`src/hdl/fpb_pkg.sv`:
```
package fpb_pkg;

    // parse phase, one-hot
    typedef enum logic [4:0] {
        PH_SKIP   = 5'b00001,
        PH_DIGITS = 5'b00010,
        PH_COMMA  = 5'b00100,
        PH_DONE   = 5'b01000,
        PH_FAIL   = 5'b10000
    } phase_t;

    typedef logic [2:0] status_t;

    localparam status_t ST_DIFFERS  = 3'd0;
    localparam status_t ST_EQUAL    = 3'd1;
    localparam status_t ST_NONDIGIT = 3'd2;
    localparam status_t ST_OVER     = 3'd3;
    localparam status_t ST_SHORT    = 3'd4;

    localparam logic [7:0] CH_COMMA = 8'h2C;
    localparam logic [7:0] CH_ZERO  = 8'h30;
    localparam logic [7:0] CH_NINE  = 8'h39;
    localparam logic [7:0] CH_SPACE = 8'h20;
    localparam logic [7:0] CH_TAB   = 8'h09;
    localparam logic [7:0] CH_CR    = 8'h0D;

    localparam logic [8:0] OCTET_MAX  = 9'd255;
    localparam logic [8:0] OCTET_SAT  = 9'd256;
    localparam logic [2:0] OCTETS     = 3'd4;

    // one input byte with its framing
    typedef struct packed {
        logic [7:0]  data_byte;
        logic        first;
        logic        last;
        logic [31:0] source_addr;
    } item_t;

    // input register contents handed to the parser
    typedef struct packed {
        logic  valid;
        item_t item;
    } stage_t;

endpackage

```
`src/hdl/fpb_if.sv`:
```
interface fpb_in_if;
    logic        valid;
    logic        ready;
    logic [7:0]  data_byte;
    logic        first;
    logic        last;
    logic [31:0] source_addr;

    modport source (output valid, output data_byte, output first, output last,
                    output source_addr, input ready);
    modport sink   (input valid, input data_byte, input first, input last,
                    input source_addr, output ready);
endinterface

interface fpb_out_if;
    logic       valid;
    logic       ready;
    logic       bounce;
    logic [2:0] status;

    modport source (output valid, output bounce, output status, input ready);
    modport sink   (input valid, input bounce, input status, output ready);
endinterface

```
`src/hdl/fpb_in_stage.sv`:
```
module fpb_in_stage
(
    input  logic             clk,
    input  logic             rst_n,
    fpb_in_if.sink           byte_stream,
    input  logic             take,
    output fpb_pkg::stage_t  stage
);
    import fpb_pkg::*;

    logic  valid_reg;
    item_t item_reg;

    // accept a transfer whenever the register is empty or being drained
    assign byte_stream.ready = !valid_reg || take;

    always_ff @(posedge clk or negedge rst_n)
    begin
        if (!rst_n)
        begin
            valid_reg <= 1'b0;
        end
        else if (byte_stream.valid && byte_stream.ready)
        begin
            valid_reg <= 1'b1;
        end
        else if (take)
        begin
            valid_reg <= 1'b0;
        end
    end

    // payload capture, no reset needed
    always_ff @(posedge clk)
    begin
        if (byte_stream.valid && byte_stream.ready)
        begin
            item_reg.data_byte   <= byte_stream.data_byte;
            item_reg.first       <= byte_stream.first;
            item_reg.last        <= byte_stream.last;
            item_reg.source_addr <= byte_stream.source_addr;
        end
    end

    assign stage.valid = valid_reg;
    assign stage.item  = item_reg;

endmodule

```
`src/hdl/fpb_parse.sv`:
```
module fpb_parse
(
    input  logic             clk,
    input  logic             rst_n,
    input  fpb_pkg::stage_t  stage,
    output logic             take,
    fpb_out_if.source        result
);
    import fpb_pkg::*;

    typedef struct packed {
        phase_t      phase;
        logic [8:0]  octet_value;
        logic [2:0]  octet_count;
        logic [31:0] parsed_addr;
        status_t     verdict;
    } parse_st_t;

    function automatic logic is_ws(input logic [7:0] c);
        return (c == CH_SPACE) || (c >= CH_TAB && c <= CH_CR);
    endfunction

    function automatic logic is_digit(input logic [7:0] c);
        return (c >= CH_ZERO) && (c <= CH_NINE);
    endfunction

    function automatic parse_st_t fail(input parse_st_t s, input status_t code);
        parse_st_t t;
        t = s;
        t.phase   = PH_FAIL;
        t.verdict = code;
        return t;
    endfunction

    // close the octet; phase stays PH_DIGITS when the parse can go on
    function automatic parse_st_t close_octet(input parse_st_t s);
        parse_st_t t;
        t = s;
        if (s.octet_value > OCTET_MAX)
        begin
            t = fail(s, ST_OVER);
        end
        else
        begin
            t.parsed_addr = {s.parsed_addr[23:0], s.octet_value[7:0]};
            t.octet_count = s.octet_count + 3'd1;
            if (t.octet_count >= OCTETS)
            begin
                t.phase = PH_DONE;
            end
        end
        return t;
    endfunction

    function automatic parse_st_t take_byte(input parse_st_t s, input logic [7:0] c);
        parse_st_t   t;
        logic [7:0]  d;
        logic [11:0] v;
        t = s;
        d = c - CH_ZERO;
        v = 12'(s.octet_value) * 12'd10 + 12'(d[3:0]);
        unique case (s.phase)
            PH_SKIP:
            begin
                if (is_ws(c))
                begin
                    t = s;
                end
                else if (is_digit(c))
                begin
                    t.octet_value = 9'(d[3:0]);
                    t.phase       = PH_DIGITS;
                end
                else
                begin
                    t = fail(s, ST_NONDIGIT);
                end
            end
            PH_DIGITS:
            begin
                if (is_digit(c))
                begin
                    t.octet_value = (v > 12'(OCTET_SAT)) ? OCTET_SAT : v[8:0];
                end
                else if (c == CH_COMMA)
                begin
                    t = close_octet(s);
                    if (t.phase == PH_DIGITS)
                    begin
                        t.phase = PH_COMMA;
                    end
                end
                else if (is_ws(c))
                begin
                    t = close_octet(s);
                    if (t.phase == PH_DIGITS)
                    begin
                        t = fail(t, ST_SHORT);
                    end
                end
                else
                begin
                    t = fail(s, ST_NONDIGIT);
                end
            end
            PH_COMMA:
            begin
                if (is_digit(c))
                begin
                    t.octet_value = 9'(d[3:0]);
                    t.phase       = PH_DIGITS;
                end
                else if (is_ws(c))
                begin
                    t = fail(s, ST_SHORT);
                end
                else
                begin
                    t = fail(s, ST_NONDIGIT);
                end
            end
            default:
            begin
                t = s;
            end
        endcase
        return t;
    endfunction

    // end-of-stream handling, which also updates the state
    function automatic parse_st_t resolve(input parse_st_t s);
        parse_st_t t;
        t = s;
        unique case (s.phase)
            PH_DIGITS:
            begin
                t = close_octet(s);
                if (t.phase == PH_DIGITS)
                begin
                    t = fail(t, ST_SHORT);
                end
            end
            PH_SKIP, PH_COMMA:
            begin
                t = fail(s, ST_SHORT);
            end
            default:
            begin
                t = s;
            end
        endcase
        return t;
    endfunction

    parse_st_t   st_reg, st_next;
    logic [31:0] src_reg, src_next;
    logic        out_valid_reg;
    logic        bounce_reg, bounce_next;
    status_t     status_reg, status_next;

    // the parse state advances only while the result register can load
    assign take = stage.valid && (!out_valid_reg || result.ready);

    // per-byte state update and verdict
    always_comb
    begin
        parse_st_t s;
        s        = st_reg;
        src_next = src_reg;
        if (stage.item.first)
        begin
            s.phase       = PH_SKIP;
            s.octet_value = '0;
            s.octet_count = '0;
            s.parsed_addr = '0;
            s.verdict     = ST_DIFFERS;
            src_next      = stage.item.source_addr;
        end
        s = take_byte(s, stage.item.data_byte);
        if (stage.item.last)
        begin
            s = resolve(s);
        end
        st_next = s;
        if (s.phase == PH_DONE)
        begin
            status_next = (s.parsed_addr != src_next) ? ST_DIFFERS : ST_EQUAL;
        end
        else if (s.phase == PH_FAIL)
        begin
            status_next = s.verdict;
        end
        else
        begin
            status_next = ST_SHORT;
        end
        bounce_next = (status_next == ST_DIFFERS);
    end

    // parse state registers
    always_ff @(posedge clk or negedge rst_n)
    begin
        if (!rst_n)
        begin
            st_reg.phase       <= PH_SKIP;
            st_reg.octet_value <= '0;
            st_reg.octet_count <= '0;
            st_reg.parsed_addr <= '0;
            st_reg.verdict     <= ST_DIFFERS;
            src_reg            <= '0;
        end
        else if (take)
        begin
            st_reg  <= st_next;
            src_reg <= src_next;
        end
    end

    // result register
    always_ff @(posedge clk or negedge rst_n)
    begin
        if (!rst_n)
        begin
            out_valid_reg <= 1'b0;
        end
        else if (take && stage.item.last)
        begin
            out_valid_reg <= 1'b1;
        end
        else if (result.ready)
        begin
            out_valid_reg <= 1'b0;
        end
    end

    always_ff @(posedge clk)
    begin
        if (take && stage.item.last)
        begin
            bounce_reg <= bounce_next;
            status_reg <= status_next;
        end
    end

    assign result.valid  = out_valid_reg;
    assign result.bounce = bounce_reg;
    assign result.status = status_reg;

    // a bounce is reported exactly for a differing address
    a_bounce_status: assert property (@(posedge clk) disable iff (!rst_n)
        result.valid |-> (result.bounce == (result.status == ST_DIFFERS)))
        else $error("bounce flag disagrees with status");

    // no more than four octets are ever counted
    a_count_range: assert property (@(posedge clk) disable iff (!rst_n)
        st_reg.octet_count <= OCTETS)
        else $error("octet count beyond four");

    // a completed address always has four octets
    a_done_count: assert property (@(posedge clk) disable iff (!rst_n)
        (st_reg.phase == PH_DONE) |-> (st_reg.octet_count == OCTETS))
        else $error("done phase without four octets");

    // a failed parse holds a failure code
    a_fail_code: assert property (@(posedge clk) disable iff (!rst_n)
        (st_reg.phase == PH_FAIL) |-> (st_reg.verdict == ST_NONDIGIT ||
            st_reg.verdict == ST_OVER || st_reg.verdict == ST_SHORT))
        else $error("failed parse without a failure code");

    // the state only moves when an item is consumed
    a_state_hold: assert property (@(posedge clk) disable iff (!rst_n)
        !take |=> $stable(st_reg))
        else $error("parse state changed without a consumed byte");

endmodule

```
`src/hdl/ftp_port_bounce_check.sv`:
```
// FTP PORT bounce check. Payload bytes from the match cursor arrive on
// byte_stream, one transfer per byte; first clears the parse and samples
// source_addr, last closes it and produces one transfer on result
// (bounce, status) about the four comma-separated decimal octets found.
// A byte can be accepted every cycle while result is drained: the
// parse state is updated in the parser stage, so the sustained rate
// is one byte per cycle. After the transfer of the last byte, the
// result passes the input register, then the result register. Bytes
// without last produce no result. Without first, bytes continue the
// current parse; once a last has closed it, they leave it unchanged.
module ftp_port_bounce_check
(
    input  logic       clk,
    input  logic       rst_n,
    fpb_in_if.sink     byte_stream,
    fpb_out_if.source  result
);
    import fpb_pkg::*;

    stage_t stage;
    logic   take;

    // input register
    fpb_in_stage u_in_stage
    (
        .clk         (clk),
        .rst_n       (rst_n),
        .byte_stream (byte_stream),
        .take        (take),
        .stage       (stage)
    );

    // parse state and result register
    fpb_parse u_parse
    (
        .clk    (clk),
        .rst_n  (rst_n),
        .stage  (stage),
        .take   (take),
        .result (result)
    );

endmodule
```
`src/flat_wrapper.sv`:
```
// flat-port wrapper written by rule: the top's interface ports become plain ports
module ftp_port_bounce_check_flat import fpb_pkg::*;
  (clk, rst_n, byte_stream_valid, byte_stream_data_byte, byte_stream_first, byte_stream_last, byte_stream_source_addr, byte_stream_ready, result_valid, result_bounce, result_status, result_ready);
  fpb_in_if byte_stream_i ();
  fpb_out_if result_i ();
  input  logic clk;
  input  logic rst_n;
  input wire logic [$bits(byte_stream_i.valid)-1:0] byte_stream_valid;
  input wire logic [$bits(byte_stream_i.data_byte)-1:0] byte_stream_data_byte;
  input wire logic [$bits(byte_stream_i.first)-1:0] byte_stream_first;
  input wire logic [$bits(byte_stream_i.last)-1:0] byte_stream_last;
  input wire logic [$bits(byte_stream_i.source_addr)-1:0] byte_stream_source_addr;
  output wire logic [$bits(byte_stream_i.ready)-1:0] byte_stream_ready;
  output wire logic [$bits(result_i.valid)-1:0] result_valid;
  output wire logic [$bits(result_i.bounce)-1:0] result_bounce;
  output wire logic [$bits(result_i.status)-1:0] result_status;
  input wire logic [$bits(result_i.ready)-1:0] result_ready;
  assign byte_stream_i.valid = byte_stream_valid;
  assign byte_stream_i.data_byte = byte_stream_data_byte;
  assign byte_stream_i.first = byte_stream_first;
  assign byte_stream_i.last = byte_stream_last;
  assign byte_stream_i.source_addr = byte_stream_source_addr;
  assign byte_stream_ready = byte_stream_i.ready;
  assign result_valid = result_i.valid;
  assign result_bounce = result_i.bounce;
  assign result_status = result_i.status;
  assign result_i.ready = result_ready;
  ftp_port_bounce_check u_core (.clk(clk), .rst_n(rst_n), .byte_stream(byte_stream_i), .result(result_i));
endmodule
```
`config.mk`:
```
export PLATFORM = sky130hd
export DESIGN_NAME = ftp_port_bounce_check_flat
export DESIGN_NICKNAME = d
export VERILOG_FILES = /design/src/hdl/fpb_pkg.sv /design/src/hdl/fpb_if.sv /design/src/hdl/fpb_in_stage.sv /design/src/hdl/fpb_parse.sv /design/src/hdl/ftp_port_bounce_check.sv /design/src/flat_wrapper.sv
export SDC_FILE = /design/constraint.sdc
export NUM_CORES = 1
export LEC_CHECK = 0
export BUFFER_PORTS_ARGS = -buffer_cell sky130_fd_sc_hd__buf_2
export CORE_UTILIZATION = 25
export CTS_CLUSTER_DIAMETER = 100
export DETAILED_ROUTE_END_ITERATION = 6
export RECOVER_POWER = 100
export SLEW_MARGIN = 20
export SYNTH_ARGS = -nofsm -noshare
export SYNTH_HDL_FRONTEND = slang
export SYNTH_HIERARCHICAL = 1
export SYNTH_SLANG_ARGS = --single-unit
export TNS_END_PERCENT = 1
```
`constraint.sdc`:
```
create_clock -name clk -period 16.4 [get_ports clk]
set_input_delay 1.64 -clock clk [delete_from_list [all_inputs] [get_ports clk]]
set_output_delay 1.64 -clock clk [all_outputs]
set_load 0.05 [all_outputs]
```
==> reports/metrics.yaml, run 1 <==
status: "finished with violations"
violations: "DRC, capacitance limit, slew limit"
synth-edff-count: 46
hold_buffers: 0
dieArea_um2: 36900
syn_area_per_cell_um2: 9.20
worst_setup_path_start_kind: "flip-flop"
period_share_pct: 59.2
hold_start: "u_core/u_parse/st_reg[35]$_DFFE_PN0P_"
timing.rr.end: "u_core/u_parse/result.bounce$_DFFE_PP_"
pre_cts_ws_ps: 10230
drtIter0Drc: 759
path_class: "flip-flop to flip-flop"
grt_max_degree: 75
slew_violations: 313
rsz0062_at_grt: "false"
drc: 1
overflow: 0
r2r_slack_ps: 6690
hold_viol: 0
tightest_slew_ps: 3560
post-place-cells: 1440
path_buf_inv: 2
p_per_area_nw_per_um2: 108
clk_latency_ps: 430
drv_cap: 6
grt_pass1_wl_um: 41600
num_antenna_cells: 0
ios: 52
power_mw: 1.10
syn_inst: 981
cts_resized: 0
fin_crit_ps: 9710
postCtsSetupBuffers: 0
wirelength_um: 26400
vias: 7626
hold_path_depth: 2
yosysWarnings: 6
cts_root_buf: "clkbuf_16"
cts_max_level: 4
min_to: "u_core/u_parse/st_reg[35]$_DFFE_PN0P_"
first_global_vias: 7217
first_pass_iters: 7
min_path_type: "flip-flop to flip-flop"
synth.area.top_cells: "dfrtp_1, edfxtp_1, nand2_1"
p_leak_nw: 3.89
cts_buffers: 17
track_usage_pct: 14.7
viasPerCell: 5.18
syn-cell-area_um2: 9020
ir_worst_vdd_uv: 68.1
ys_seq_area_share_pct: 39.2
antenna_found_initial: 0
core_area_um2: 35600
synth_flop_cell: "dfrtp_1"
setup-violations-final: 0
ys_ff_latch: 132
synth_top_area_cell: "dfrtp_1"
dp_hpwl_um: 18400
synth_common_cells: "nand2_1, dfrtp_1, nor2_1"
worstPathRequired_ps: 16580
place.gp.congestion: 0.887
yosysMostFrequentCell: "nand2_1"
cts.sinks: 132
synthesis.nets: 1041
initial_core_util_pct: 25.4
io_buffers: 51
fin_ws_ps: 6690
ys_types: 100
drive_gt1_share_pct: 14.6
arrival_ps: 9880
max-slew-margin-rel_pct: -138
path_cells: "clkbuf_1 -> nor2b_1 -> and2_0 -> fa_1 -> xor2_1 -> and3b_1 -> nand2_1 -> o41ai_1 -> o2111ai_1 -> a21oi_1 -> clkbuf_1 -> nand2_1 -> mux2_1 -> a22o_1 -> nor4b_1 -> nand4_1 -> and3b_1"
reg2reg_depth: 17
rows: 69
slowest_stage: "clkbuf_1"
hold_slack_ps: 478
fin_nets: 1058
clock.fmax_mhz: 103
critical_path.max_fanout: 59
fin_skew_ps: 15.1
endpoint_kind: "flip-flop"
wl_per_cell_um: 17.9
synth.top_cell.area_share_pct: 23.6
die_w_um: 192
finalSetupTns_ps: 0
async_reset_ff_share_pct: 65.2
syn_to_final_growth_pct: 12.5
r2r_start: "u_core/u_in_stage/stage[33]$_DFFE_PP_"
ant_nets: 0
path_clk_slew_ps: 60
stdcell_count: 1472
largest_reg_flops: 52
critPathTopFamily: "simple AND/OR/NAND/NOR gates"
cts_tree: "built"
fill_cells: 3773
cts.path.max_buffers: 2
cpPeakStageDelay_ps: 2200
die_h_um: 192
-- stage by stage --
stage | utilization [%] | instance area (um2)
finish | 28.5 | 10200
global route | 28.5 | 10200
CTS | 28.7 | 10200
detailed placement | 27.1 | 9650
global placement | 27.1 | 9650
floorplan | - | 9020
-- worst max path at each step --
| stage | start | to | slack (ps) | cells after the start |
|---|---|---|---|---|
| after global placement | u_core/u_in_stage/stage[33]$_DFFE_PP_ | u_core/u_parse/result.bounce$_DFFE_PP_ | 10410 | 21 |
| after detailed placement | u_core/u_in_stage/stage[33]$_DFFE_PP_ | u_core/u_parse/result.bounce$_DFFE_PP_ | 10230 | 21 |
| after global routing | u_core/u_in_stage/stage[33]$_DFFE_PP_ | u_core/u_parse/result.bounce$_DFFE_PP_ | 5980 | 17 |
| after floorplan | u_core/u_in_stage/stage[33]$_DFFE_PP_ | u_core/u_parse/result.bounce$_DFFE_PP_ | 10250 | 25 |
| after CTS | u_core/u_in_stage/stage[33]$_DFFE_PP_ | u_core/u_parse/result.bounce$_DFFE_PP_ | 10190 | 21 |
| final | u_core/u_in_stage/stage[33]$_DFFE_PP_ | u_core/u_parse/result.bounce$_DFFE_PP_ | 6690 | 17 |
-- worst min-delay path, stage by stage (launching register included) --
cell	delay [ps]
dfrtp_1	340
nand2_1	40
o21ai_0	60
-- logic make-up (layout without fill, tap and decap cells) --
logic type / Yosys count / in the layout / share of synthesized area, %
simple gates: 367 / 367 / 19.7
compound gates: 254 / 254 / 19.9
flops: 132 / 132 / 39.2
mux: 88 / 88 / 10.4
buf+inv: 76 / 106 / 3.90
xor+xnor: 50 / 50 / 4.85
fa+ha+maj: 14 / 14 / 2.11
-- layer usage --
metal  part of all wire [%]  global-route usage, %  up-vias
met5                      0                      0        -
met4                    2.5                   5.72        0
met3                    5.9                   2.56       39
met2                     44                   22.0      256
met1                     48                   20.9     3696
li1                       -                      -     3635
-- power by group --
part	leakage [nW]	switching, mW	internal [mW]	total (mW)
logic	2.09	0.169	0.107	0.275
clock network	0.277	0.170	0.213	0.382
registers	1.53	0.0418	0.399	0.440
total	3.89	0.380	0.718	1.10
-- layout by cell type, fill, tap and decap left out, types with 27 or more instances in the layout --
cell type / count
mux2_2: 39
mux2i_1: 47
nor2_1: 84
buf_2: 44
nand2_1: 145
dfrtp_1: 85
o21ai_0: 58
edfxtp_1: 46
xnor2_1: 27
a21oi_1: 46
-- final cells by class --
type / count / area (um2) / share of cell area (%)
multi-input combinational: 773 / 5120 / 50.5
clock inverter: 15 / 146 / 1.44
timing repair buffer: 62 / 303 / 2.98
clock buffer: 17 / 425 / 4.19
inverter: 12 / 45.0 / 0.444
sequential: 132 / 3530 / 34.8
tap: 461 / 577 / 5.68
No activity file was read; power rests on OpenSTA's default activity.
==> run 2: changes to the inputs <==
==> constraint.sdc (replaced) <==
create_clock -name clk -period 10.15 [get_ports clk]
set_input_delay 1.015 -clock clk [delete_from_list [all_inputs] [get_ports clk]]
set_output_delay 1.015 -clock clk [all_outputs]
set_load 0.05 [all_outputs]
==> reports/metrics.yaml, run 2 (synthesis gave the netlist of run 1 again) <==
status: "finished with violations"
violations: "capacitance limit, slew limit"
cts.sinks: 132
cts_root_buf: "clkbuf_16"
hold_slack_ps: 475
overflow: 0
cts.path.max_buffers: 2
wirelength_um: 26600
drive_gt1_share_pct: 14.7
rows: 69
ios: 52
design_area_um2: 10200
largest_reg_flops: 52
path_buf_inv: 2
num_antenna_cells: 0
mostFrequentLayoutCells: "nand2_1, dfrtp_1, nor2_1, o21ai_0, mux2i_1"
path_cells: "clkbuf_1 -> nor2_1 -> and3_1 -> nor3_1 -> nor2_1 -> o211a_1 -> a21oi_1 -> buf_4 -> nand2_4 -> mux2_1 -> a22o_1 -> nor4b_1 -> nand4_1 -> and3b_1"
pre_cts_ws_ps: 4310
post_dp_cell_area_um2: 9650
antenna_found_initial: 0
period_share_pct: 75.4
hold_viol: 0
path_clk_slew_ps: 70
viasPerCell: 5.13
drtIter0Drc: 577
postLayoutCoreUtil_pct: 28.8
place.gp.congestion: 0.908
final_common_cell: "nand2_1"
drc: 0
max-slew-margin-rel_pct: -145
crit_top_cell: "nor2_1"
initial_core_util_pct: 25.4
fin_ws_ps: 2500
grt_max_degree: 75
critical_path.max_fanout: 44
p_leak_nw: 3.93
postCtsSetupBuffers: 0
drv_cap: 7
finalSetupTns_ps: 0
slowest_stage: "clkbuf_1"
first_pass_iters: 6
first_global_vias: 7190
cts_max_level: 4
worstPathRequired_ps: 10320
critPathTopFamily: "simple AND/OR/NAND/NOR gates"
setup-violations-final: 0
endpoint_kind: "flip-flop"
p_per_area_nw_per_um2: 179
hold_buffers: 0
cts_buffers: 17
fill_cells: 3762
syn_to_final_growth_pct: 13.4
vias: 7553
wl_per_cell_um: 18.1
clk_latency_ps: 430
rsz0062_at_grt: "false"
die_w_um: 192
io_buffers: 51
tightest_slew_ps: 3680
path_class: "flip-flop to flip-flop"
grt_pass1_wl_um: 41400
core_area_um2: 35600
die_h_um: 192
worst_setup_path_start_kind: "flip-flop"
dp_hpwl_um: 18900
fin_nets: 1058
fin_crit_ps: 7650
track_usage_pct: 14.6
dieArea_um2: 36900
fin_skew_ps: 17.2
cpPeakStageDelay_ps: 1760
cts_tree: "built"
ir_worst_vdd_uv: 138
cts_resized: 0
clock.fmax_mhz: 131
ant_nets: 0
arrival_ps: 7830
min_path_type: "flip-flop to flip-flop"
slew_violations: 318
==> run 2: changes by cell type in the layout (fill, tap and decap cells not counted), sizes merged <==
cell / before / now
buf: 48 / 49
clkinvlp: 2 / 1
bufinv: 1 / 4
inv: 18 / 15
==> run 2: routing by layer <==
layer  up-vias  GRT usage, %  routed length [um]
li1       3643             -                   -
met1      3635          20.2               12900
met2       240          22.7               11800
met3        35          2.98                1340
met4         0          4.66                 548
met5         -             0                   0
==> run 2: where the power goes <==
group	internal [mW]	switching, mW
Clock	0.415	0.253
Combinational	0.172	0.271
Sequential	0.644	0.0714
==> run 2: final cells by class <==
cell class / instances / area (um2) / share of cell area, %
clock inverter: 14 / 201 / 1.97
clock buffer: 18 / 429 / 4.20
sequential: 132 / 3530 / 34.6
multi-input combinational: 773 / 5130 / 50.2
timing repair buffer: 62 / 309 / 3.02
inverter: 12 / 45.0 / 0.440
tap: 461 / 577 / 5.64
==> run 2: worst paths after layout <==
check | start | endpoint | slack (ps) | cells after the start
worst max-delay path | u_core/u_in_stage/stage[33]$_DFFE_PP_ | u_core/u_parse/result.bounce$_DFFE_PP_ | 2500 | 14
worst min-delay path | u_core/u_parse/st_reg[36]$_DFFE_PN0P_ | u_core/u_parse/st_reg[36]$_DFFE_PN0P_ | 470 | 2
worst max register to register | u_core/u_in_stage/stage[33]$_DFFE_PP_ | u_core/u_parse/result.bounce$_DFFE_PP_ | 2500 | 14
worst min register to register | u_core/u_parse/st_reg[36]$_DFFE_PN0P_ | u_core/u_parse/st_reg[36]$_DFFE_PN0P_ | 470 | 2
max in group asynchronous | rst_n | u_core/u_parse/src_reg[7]$_DFFE_PN0P_ | 5190 | 2
min in group asynchronous | rst_n | u_core/u_parse/src_reg[9]$_DFFE_PN0P_ | 850 | 1
==> run 2: stage by stage <==
stage | power [mW] | instances
after floorplan | 1.03 | 981
after global placement | 1.16 | 1440
after detailed placement | 1.16 | 1440
after CTS | 1.84 | 1472
after global routing | 1.92 | 1472
final | 1.83 | 1472
==> run 2: worst register-to-register path, stage by stage (launching register included) <==
cell      delay (ps)
edfxtp_1         750
clkbuf_1        1760
nor2_1           340
and3_1           330
nor3_1          1420
nor2_1           120
o211a_1          290
a21oi_1          180
buf_4            320
nand2_4          310
mux2_1           480
a22o_1           240
nor4b_1          380
nand4_1          240
and3b_1          240
